## src/rtl/core/sffr_pkg.sv

```systemverilog
`timescale 1ns / 1ps
package sffr_pkg;

  localparam int FRAME_LEN = 92;
  localparam int POS_W     = 7;

  localparam logic [7:0] SYNC_FIRST  = 8'hB5;
  localparam logic [7:0] SYNC_SECOND = 8'h62;

  // Frame positions of the two check bytes
  localparam logic [POS_W-1:0] CHK_A_POS = POS_W'(FRAME_LEN - 2);
  localparam logic [POS_W-1:0] CHK_B_POS = POS_W'(FRAME_LEN - 1);
  localparam logic [POS_W-1:0] FRAME_END = POS_W'(FRAME_LEN);

  typedef struct packed {
    logic             in_frame;
    logic [POS_W-1:0] byte_index;
    logic [7:0]       data_byte;
    logic             frame_done;
    logic             checksum_ok;
  } sffr_result_t;

endpackage

```

## src/rtl/core/sffr_if.sv

```systemverilog
`timescale 1ns / 1ps
interface sffr_in_if;
  logic       valid;
  logic       ready;
  logic [7:0] rx_byte;

  modport source (output valid, output rx_byte, input ready);
  modport sink (input valid, input rx_byte, output ready);
endinterface

interface sffr_out_if;
  logic                           valid;
  logic                           ready;
  logic                           in_frame;
  logic [sffr_pkg::POS_W-1:0]     byte_index;
  logic [7:0]                     data_byte;
  logic                           frame_done;
  logic                           checksum_ok;

  modport source (output valid, output in_frame, output byte_index, output data_byte,
                  output frame_done, output checksum_ok, input ready);
  modport sink (input valid, input in_frame, input byte_index, input data_byte,
                input frame_done, input checksum_ok, output ready);
endinterface

```

## src/rtl/core/sffr_frame_tracker.sv

```systemverilog
`timescale 1ns / 1ps
module sffr_frame_tracker (
  input  logic                   clk,
  input  logic                   rst_n,
  input  logic                   step,
  input  logic [7:0]             rx_byte,
  output sffr_pkg::sffr_result_t res
);
  import sffr_pkg::*;

  logic [POS_W-1:0] pos_r, pos_nxt;
  logic [7:0]       sum_a_r, sum_a_nxt;
  logic [7:0]       sum_b_r, sum_b_nxt;
  logic             chk_a_ok_r, chk_a_ok_nxt;
  logic [7:0]       sum_a_add;

  assign sum_a_add = sum_a_r + rx_byte;

  always_comb begin
    pos_nxt         = '0;
    sum_a_nxt       = sum_a_r;
    sum_b_nxt       = sum_b_r;
    chk_a_ok_nxt    = chk_a_ok_r;
    res.in_frame    = 1'b0;
    res.byte_index  = '0;
    res.data_byte   = rx_byte;
    res.frame_done  = 1'b0;
    res.checksum_ok = 1'b0;

    if (pos_r == POS_W'(0)) begin
      if (rx_byte == SYNC_FIRST) begin
        res.in_frame = 1'b1;
        pos_nxt      = POS_W'(1);
      end
    end else if (pos_r == POS_W'(1)) begin
      // Mismatch drops back to hunting without retesting this byte
      if (rx_byte == SYNC_SECOND) begin
        res.in_frame   = 1'b1;
        res.byte_index = POS_W'(1);
        pos_nxt        = POS_W'(2);
        sum_a_nxt      = '0;
        sum_b_nxt      = '0;
        chk_a_ok_nxt   = 1'b0;
      end
    end else if (pos_r < FRAME_END) begin
      res.in_frame   = 1'b1;
      res.byte_index = pos_r;
      if (pos_r < CHK_A_POS) begin
        sum_a_nxt = sum_a_add;
        sum_b_nxt = sum_b_r + sum_a_add;
        pos_nxt   = pos_r + POS_W'(1);
      end else if (pos_r == CHK_A_POS) begin
        chk_a_ok_nxt = (rx_byte == sum_a_r);
        pos_nxt      = pos_r + POS_W'(1);
      end else begin
        res.frame_done  = 1'b1;
        res.checksum_ok = chk_a_ok_r && (rx_byte == sum_b_r);
      end
    end
  end

  always_ff @(posedge clk) begin
    if (!rst_n) begin
      pos_r      <= '0;
      sum_a_r    <= '0;
      sum_b_r    <= '0;
      chk_a_ok_r <= 1'b0;
    end else if (step) begin
      pos_r      <= pos_nxt;
      sum_a_r    <= sum_a_nxt;
      sum_b_r    <= sum_b_nxt;
      chk_a_ok_r <= chk_a_ok_nxt;
    end
  end

`ifndef SYNTHESIS
  a_pos_in_range: assert property (@(posedge clk) disable iff (!rst_n)
    pos_r < FRAME_END)
    else $error("frame position beyond frame length");

  a_wrap_after_last: assert property (@(posedge clk) disable iff (!rst_n)
    step && pos_r == CHK_B_POS |=> pos_r == POS_W'(0))
    else $error("no return to hunting after last frame byte");
`endif

endmodule

```

## src/rtl/core/sync_frame_fletcher_receiver_core.sv

```systemverilog
`timescale 1ns / 1ps
// Sync frame receiver with an 8-bit Fletcher check (running sums modulo 256).
// Takes one received byte per item and returns one result item per byte: the
// byte echoed, whether it belongs to a frame (sync pair 0xB5 0x62, FRAME_LEN
// bytes in all), its frame position, and on the last frame byte the checksum
// verdict. Throughput is one item per clock unless out_res stalls,
// since the position counter and the running sums A and B need only one short
// update per byte. An accepted item is held in the input register and moves into
// the result register when that frees up. in_rx.ready follows out_res.ready
// combinationally through both register stages.
module sync_frame_fletcher_receiver_core (
  input  logic       clk,
  input  logic       rst_n,
  sffr_in_if.sink    in_rx,
  sffr_out_if.source out_res
);
  import sffr_pkg::*;

  logic         s1_valid_r;
  logic [7:0]   s1_byte_r;
  logic         out_valid_r;
  sffr_result_t out_r;
  sffr_result_t step_res;
  logic         adv;
  logic         in_take;

  // Advance the input register into the result register when the latter frees up
  assign adv     = s1_valid_r && (!out_valid_r || out_res.ready);
  assign in_take = in_rx.valid && in_rx.ready;

  assign in_rx.ready = !s1_valid_r || adv;

  sffr_frame_tracker u_tracker (
    .clk     (clk),
    .rst_n   (rst_n),
    .step    (adv),
    .rx_byte (s1_byte_r),
    .res     (step_res)
  );

  always_ff @(posedge clk) begin
    if (!rst_n) begin
      s1_valid_r <= 1'b0;
    end else if (in_rx.ready) begin
      s1_valid_r <= in_rx.valid;
    end
  end

  always_ff @(posedge clk) begin
    if (in_take) begin
      s1_byte_r <= in_rx.rx_byte;
    end
  end

  always_ff @(posedge clk) begin
    if (!rst_n) begin
      out_valid_r <= 1'b0;
    end else if (adv) begin
      out_valid_r <= 1'b1;
    end else if (out_res.ready) begin
      out_valid_r <= 1'b0;
    end
  end

  always_ff @(posedge clk) begin
    if (adv) begin
      out_r <= step_res;
    end
  end

  assign out_res.valid       = out_valid_r;
  assign out_res.in_frame    = out_r.in_frame;
  assign out_res.byte_index  = out_r.byte_index;
  assign out_res.data_byte   = out_r.data_byte;
  assign out_res.frame_done  = out_r.frame_done;
  assign out_res.checksum_ok = out_r.checksum_ok;

`ifndef SYNTHESIS
  a_done_in_frame: assert property (@(posedge clk) disable iff (!rst_n)
    out_valid_r && out_r.frame_done |-> out_r.in_frame && out_r.byte_index == CHK_B_POS)
    else $error("frame end flagged off the last frame byte");

  a_ok_needs_done: assert property (@(posedge clk) disable iff (!rst_n)
    out_valid_r && out_r.checksum_ok |-> out_r.frame_done)
    else $error("checksum verdict without frame end");

  a_reject_index: assert property (@(posedge clk) disable iff (!rst_n)
    out_valid_r && !out_r.in_frame |-> out_r.byte_index == POS_W'(0))
    else $error("rejected byte carries a frame position");

  a_s1_hold: assert property (@(posedge clk) disable iff (!rst_n)
    s1_valid_r && !adv |=> s1_valid_r && $stable(s1_byte_r))
    else $error("input register lost a stalled item");
`endif

endmodule
```

## src/flat_wrapper.sv

```systemverilog
// flat-port wrapper written by rule: the top's interface ports become plain ports
module sync_frame_fletcher_receiver_core_flat import sffr_pkg::*;
  (clk, rst_n, in_rx_valid, in_rx_rx_byte, in_rx_ready, out_res_valid, out_res_in_frame, out_res_byte_index, out_res_data_byte, out_res_frame_done, out_res_checksum_ok, out_res_ready);
  sffr_in_if in_rx_i ();
  sffr_out_if out_res_i ();
  input  logic clk;
  input  logic rst_n;
  input wire logic [$bits(in_rx_i.valid)-1:0] in_rx_valid;
  input wire logic [$bits(in_rx_i.rx_byte)-1:0] in_rx_rx_byte;
  output wire logic [$bits(in_rx_i.ready)-1:0] in_rx_ready;
  output wire logic [$bits(out_res_i.valid)-1:0] out_res_valid;
  output wire logic [$bits(out_res_i.in_frame)-1:0] out_res_in_frame;
  output wire logic [$bits(out_res_i.byte_index)-1:0] out_res_byte_index;
  output wire logic [$bits(out_res_i.data_byte)-1:0] out_res_data_byte;
  output wire logic [$bits(out_res_i.frame_done)-1:0] out_res_frame_done;
  output wire logic [$bits(out_res_i.checksum_ok)-1:0] out_res_checksum_ok;
  input wire logic [$bits(out_res_i.ready)-1:0] out_res_ready;
  assign in_rx_i.valid = in_rx_valid;
  assign in_rx_i.rx_byte = in_rx_rx_byte;
  assign in_rx_ready = in_rx_i.ready;
  assign out_res_valid = out_res_i.valid;
  assign out_res_in_frame = out_res_i.in_frame;
  assign out_res_byte_index = out_res_i.byte_index;
  assign out_res_data_byte = out_res_i.data_byte;
  assign out_res_frame_done = out_res_i.frame_done;
  assign out_res_checksum_ok = out_res_i.checksum_ok;
  assign out_res_i.ready = out_res_ready;
  sync_frame_fletcher_receiver_core u_core (.clk(clk), .rst_n(rst_n), .in_rx(in_rx_i), .out_res(out_res_i));
endmodule
```

## config.mk

```make
export PLATFORM = sky130hd
export DESIGN_NAME = sync_frame_fletcher_receiver_core_flat
export DESIGN_NICKNAME = d
export VERILOG_FILES = /design/src/rtl/core/sffr_pkg.sv /design/src/rtl/core/sffr_if.sv /design/src/rtl/core/sffr_frame_tracker.sv /design/src/rtl/core/sync_frame_fletcher_receiver_core.sv /design/src/flat_wrapper.sv
export SDC_FILE = /design/constraint.sdc
export NUM_CORES = 1
export LEC_CHECK = 0
export BUFFER_PORTS_ARGS = -buffer_cell sky130_fd_sc_hd__buf_2
export CAP_MARGIN = 0
export CORE_MARGIN = 1.5
export CORE_UTILIZATION = 50
export CTS_CLUSTER_SIZE = 28
export DETAILED_ROUTE_END_ITERATION = 10
export PLACE_DENSITY = 0.72
export SLEW_MARGIN = 20
export SYNTH_ARGS = -nofsm -noshare
export SYNTH_HDL_FRONTEND = slang
export SYNTH_HIERARCHICAL = 1
export SYNTH_SLANG_ARGS = --single-unit
```

## constraint.sdc

```tcl
create_clock -name clk -period 2.94 [get_ports clk]
set_input_delay 0 -clock clk [delete_from_list [all_inputs] [get_ports clk]]
set_output_delay 0 -clock clk [all_outputs]
set_load 0.01 [all_outputs]
```

==> flow_metrics.env <==
export IMPL_clock_insertion_delay_worst_skew_ns=0.30
export IMPL_drt_iter0_drc=73
export IMPL_slowest_stage="edfxtp_1"
export IMPL_synth_edff_count=26
export IMPL_hp_class="input port to register"
export IMPL_drtAntennaViolNets=0
export IMPL_syn_area_per_cell_um2=11.0
export IMPL_cp_start_kind="register"
export IMPL_violations="negative setup slack"
export IMPL_synth_fp_nets=301
export IMPL_coreArea_um2=5610
export IMPL_outcome="finished, violations left"
export IMPL_first_global_vias=2254
export IMPL_first_pass_iters=4
export IMPL_rsz0062_at_grt="true"
export IMPL_die_h_um=80.0
export IMPL_crit_top_cell="buf_4"
export IMPL_synth_largest_area_cell="edfxtp_1"
export IMPL_hold_start="out_res_ready"
export IMPL_gr_total_overflow=0
export IMPL_fp_dieArea_um2=6410
export IMPL_postRouteWirelength_um=6400
export IMPL_power_density_nw_per_um2=402
export IMPL_vias=2209
export IMPL_max_cap_violations=0
export IMPL_syn2layout_area_growth_pct=18.5
export IMPL_fin_setup_tns_ns=-0.142
export IMPL_crit_cells=12
export IMPL_nets=359
export IMPL_endpoint_kind="register"
export IMPL_worstReg2RegStart="u_core/s1_byte_r[0]$_DFFE_PP_"
export IMPL_ys_seq_elements=52
export IMPL_clock_path_buffers=2
export IMPL_num_io_pins=32
export IMPL_crit_path_max_fanout=4
export IMPL_register_area_um2=1300
export IMPL_fp_row_count=27
export IMPL_ys_warn_count=6
export IMPL_grt_pass1_wl_um=10700
export IMPL_cp_arrival_ns=3.22
export IMPL_synth_cells=270
export IMPL_synthArstFlopShare=0
export IMPL_ir_worst_vdd_uv=332
export IMPL_ctsHtreeMaxLevel=2
export IMPL_synthDistinctLibCells=58
export IMPL_fin_skew_ns=0.00920
export IMPL_drv_slew=0
export IMPL_netlist_area_um2=2970
export IMPL_portBuffers=31
export IMPL_cts_clk_slew_worst_paths_ns=0.09
export IMPL_fill_cells=473
export IMPL_grt_max_degree=28
export IMPL_dp_hpwl_um=4600
export IMPL_synth_top_area_frac=0.263
export IMPL_synth_area_top_cells="edfxtp_1, dfxtp_1, ha_1"
export IMPL_maxSlewHeadroom=0.486
export IMPL_post_route_min_period_ns=3.02
export IMPL_start_util=0.529
export IMPL_drive_gt1_frac=0.289
export IMPL_crit_path_cell_trace="ha_2, fa_2, a21o_1, a21oi_2, xnor2_1, ha_1, buf_4, buf_4, a21boi_1, o21a_1, or3_1, a41o_1"
export IMPL_crit_required_ns=3.14
export IMPL_tightest_slew_ns=0.771
export IMPL_fin_ws_ns=-0.0766
export IMPL_synth_flop_cell="edfxtp_1"
export IMPL_root_buffer="clkbuf_8"
export IMPL_drc=0
export IMPL_finalCritPeriodShare=1.03
export IMPL_p_leak_nw=1.45
export IMPL_fmax_mhz=331
export IMPL_yosysSeqAreaShare=0.438
export IMPL_cp_top_family="compound AO/OA/AOI/OAI gates"
export IMPL_whs_path_depth=3
export IMPL_track_usage=0.220
export IMPL_cts_tree="built"
export IMPL_antenna_found_initial=0
export IMPL_post_drt_wl_per_cell_um=16.0
export IMPL_multi_input_area_um2=1520
export IMPL_crit_path_max_incr_delay_ns=0.40
export IMPL_via_per_inst=5.51
export IMPL_place_ws_ns=-0.238
export IMPL_worstSetupStartpoint="u_core/s1_byte_r[0]$_DFFE_PP_"
export IMPL_cts_buffers=5
export IMPL_globalplace_congestion=0.800
export IMPL_hold_viol=0
export IMPL_diodes=0
export IMPL_crit_type="register to register"
export IMPL_cts_sinks=52
export IMPL_setup_violations=2
export IMPL_path_buf_inv=2
export IMPL_reg2reg_depth=12
export IMPL_die_w_um=80.0
[layout by cell type, fill, tap and decap left out, types with 7 or more instances in the layout]
cell type | synthesis | layout
buf_2 | 3 | 31
buf_4 | 10 | 30
edfxtp_1 | 26 | 26
dfxtp_1 | 26 | 26
nor2b_1 | 18 | 17
nor2_1 | 17 | 17
ha_1 | 17 | 16
xnor2_1 | 13 | 13
inv_1 | 12 | 12
a22oi_2 | 10 | 10
nand2_1 | 10 | 10
dlygate4sd3_1 | 0 | 9
xor2_1 | 9 | 8
a21oi_1 | 9 | 7
[what timing repair did]
action,in CTS,in global routing
pin swaps,2,3
endpoints found under the hold margin,9,0
hold buffers,9,0
buffers inserted,1,4
setup endpoints to repair,2,3
resized for setup,2,2
[cell usage after synthesis (2+ instances only)]
library cell / number
a21oi_1: 9
and3_1: 4
nand2_1: 10
nor3b_1: 3
o21ai_0: 4
xor2_1: 9
ha_1: 17
xnor2_1: 13
nand4_1: 5
edfxtp_1: 26
dfxtp_1: 26
or3_1: 2
nand3_1: 5
nor4_1: 3
nor2b_1: 18
buf_4: 10
clkbuf_1: 4
a22oi_1: 3
nand2b_1: 3
o211a_1: 2
o31a_1: 3
o211ai_1: 2
nor3_1: 4
and2_1: 5
mux2i_1: 2
buf_6: 2
a22oi_2: 10
buf_2: 3
inv_1: 12
nor2_1: 17
o21a_1: 5
o21ai_1: 2
fa_1: 2
[final timing paths]
path,to,slack (ns)
worst max-delay path,u_core/u_tracker/sum_b_r[6]$_SDFFE_PN0P_,-0.08
worst min-delay path,u_core/s1_valid_r$_SDFFE_PN0P_,0.04
worst max register to register,u_core/u_tracker/sum_b_r[6]$_SDFFE_PN0P_,-0.08
worst min register to register,u_core/s1_valid_r$_SDFFE_PN0P_,0.54
[area by class of cell]
class / count / share of cell area
tap: 72 / 0.0256
sequential: 52 / 0.370
clock inverter: 2 / 0.00356
timing repair buffer: 70 / 0.134
inverter: 12 / 0.0128
multi-input combinational: 187 / 0.433
clock buffer: 6 / 0.0206
[sequential cells by signal, summed over array words and instances, names as in the netlist]
register,count
u_core/out_res.data_byte,8
u_core/out_res.valid,1
u_core/u_tracker/sum_a_r,8
u_core/u_tracker/pos_r,7
u_core/u_tracker/sum_b_r,8
u_core/out_res.in_frame,1
u_core/s1_byte_r,8
u_core/out_res.checksum_ok,1
u_core/u_tracker/chk_a_ok_r,1
u_core/out_res.frame_done,1
u_core/out_res.byte_index,7
u_core/s1_valid_r,1
[per-layer routing]
metal	GRT usage	wire length, um	vias up
li1	-	-	1081
met1	0.243	2650	1065
met4	0.0724	101	0
met3	0.0526	226	9
met2	0.407	3420	54
met5	0	0	-
[power by group]
| part | total (W) | switching (W) | internal [W] |
|---|---|---|---|
| Sequential | 0.000801 | 0.0000149 | 0.000786 |
| Clock | 0.000395 | 0.000228 | 0.000167 |
| Combinational | 0.000216 | 0.000111 | 0.000105 |
[worst register-to-register path: cells and delay by family (launching register included)]
family          cells  cell delay [ns]
compound gates      5             0.92
xor+xnor            1             0.16
fa+ha+maj           3             0.87
buf+inv             2             0.27
flops               1             0.40
simple gates        1             0.30
[metrics by stage]
| stage | instances | area, um2 | hold slack (ns) | power (W) | util |
|---|---|---|---|---|---|
| 6_report | 401 | 3520 | 0.0401 | 0.00141 | 0.627 |
| 5_1_grt | 401 | 3520 | 0.0500 | 0.00148 | 0.627 |
| 4_1_cts | 397 | 3480 | 0.0388 | 0.00142 | 0.621 |
| 3_5_place_dp | 379 | 3280 | 0.181 | 0.00101 | 0.586 |
| 3_3_place_gp | 379 | 3280 | 0.177 | 0.00101 | 0.586 |
| 2_1_floorplan | 270 | 2980 | 0.0989 | 0.000945 | - |
[cell families (layout without fill, tap and decap cells)]
| logic type | count (synthesis) | count (layout) | synth area share |
|---|---|---|---|
| AO/OA/AOI/OAI | 53 | 53 | 0.155 |
| XOR/XNOR | 23 | 23 | 0.0725 |
| adder cells (fa/ha/maj) | 19 | 19 | 0.0852 |
| buffers and inverters | 31 | 90 | 0.0582 |
| flip-flops | 52 | 52 | 0.438 |
| multiplexers | 2 | 2 | 0.00675 |
| AND/OR/NAND/NOR | 90 | 90 | 0.184 |
Power figures use the tool's default switching activity.
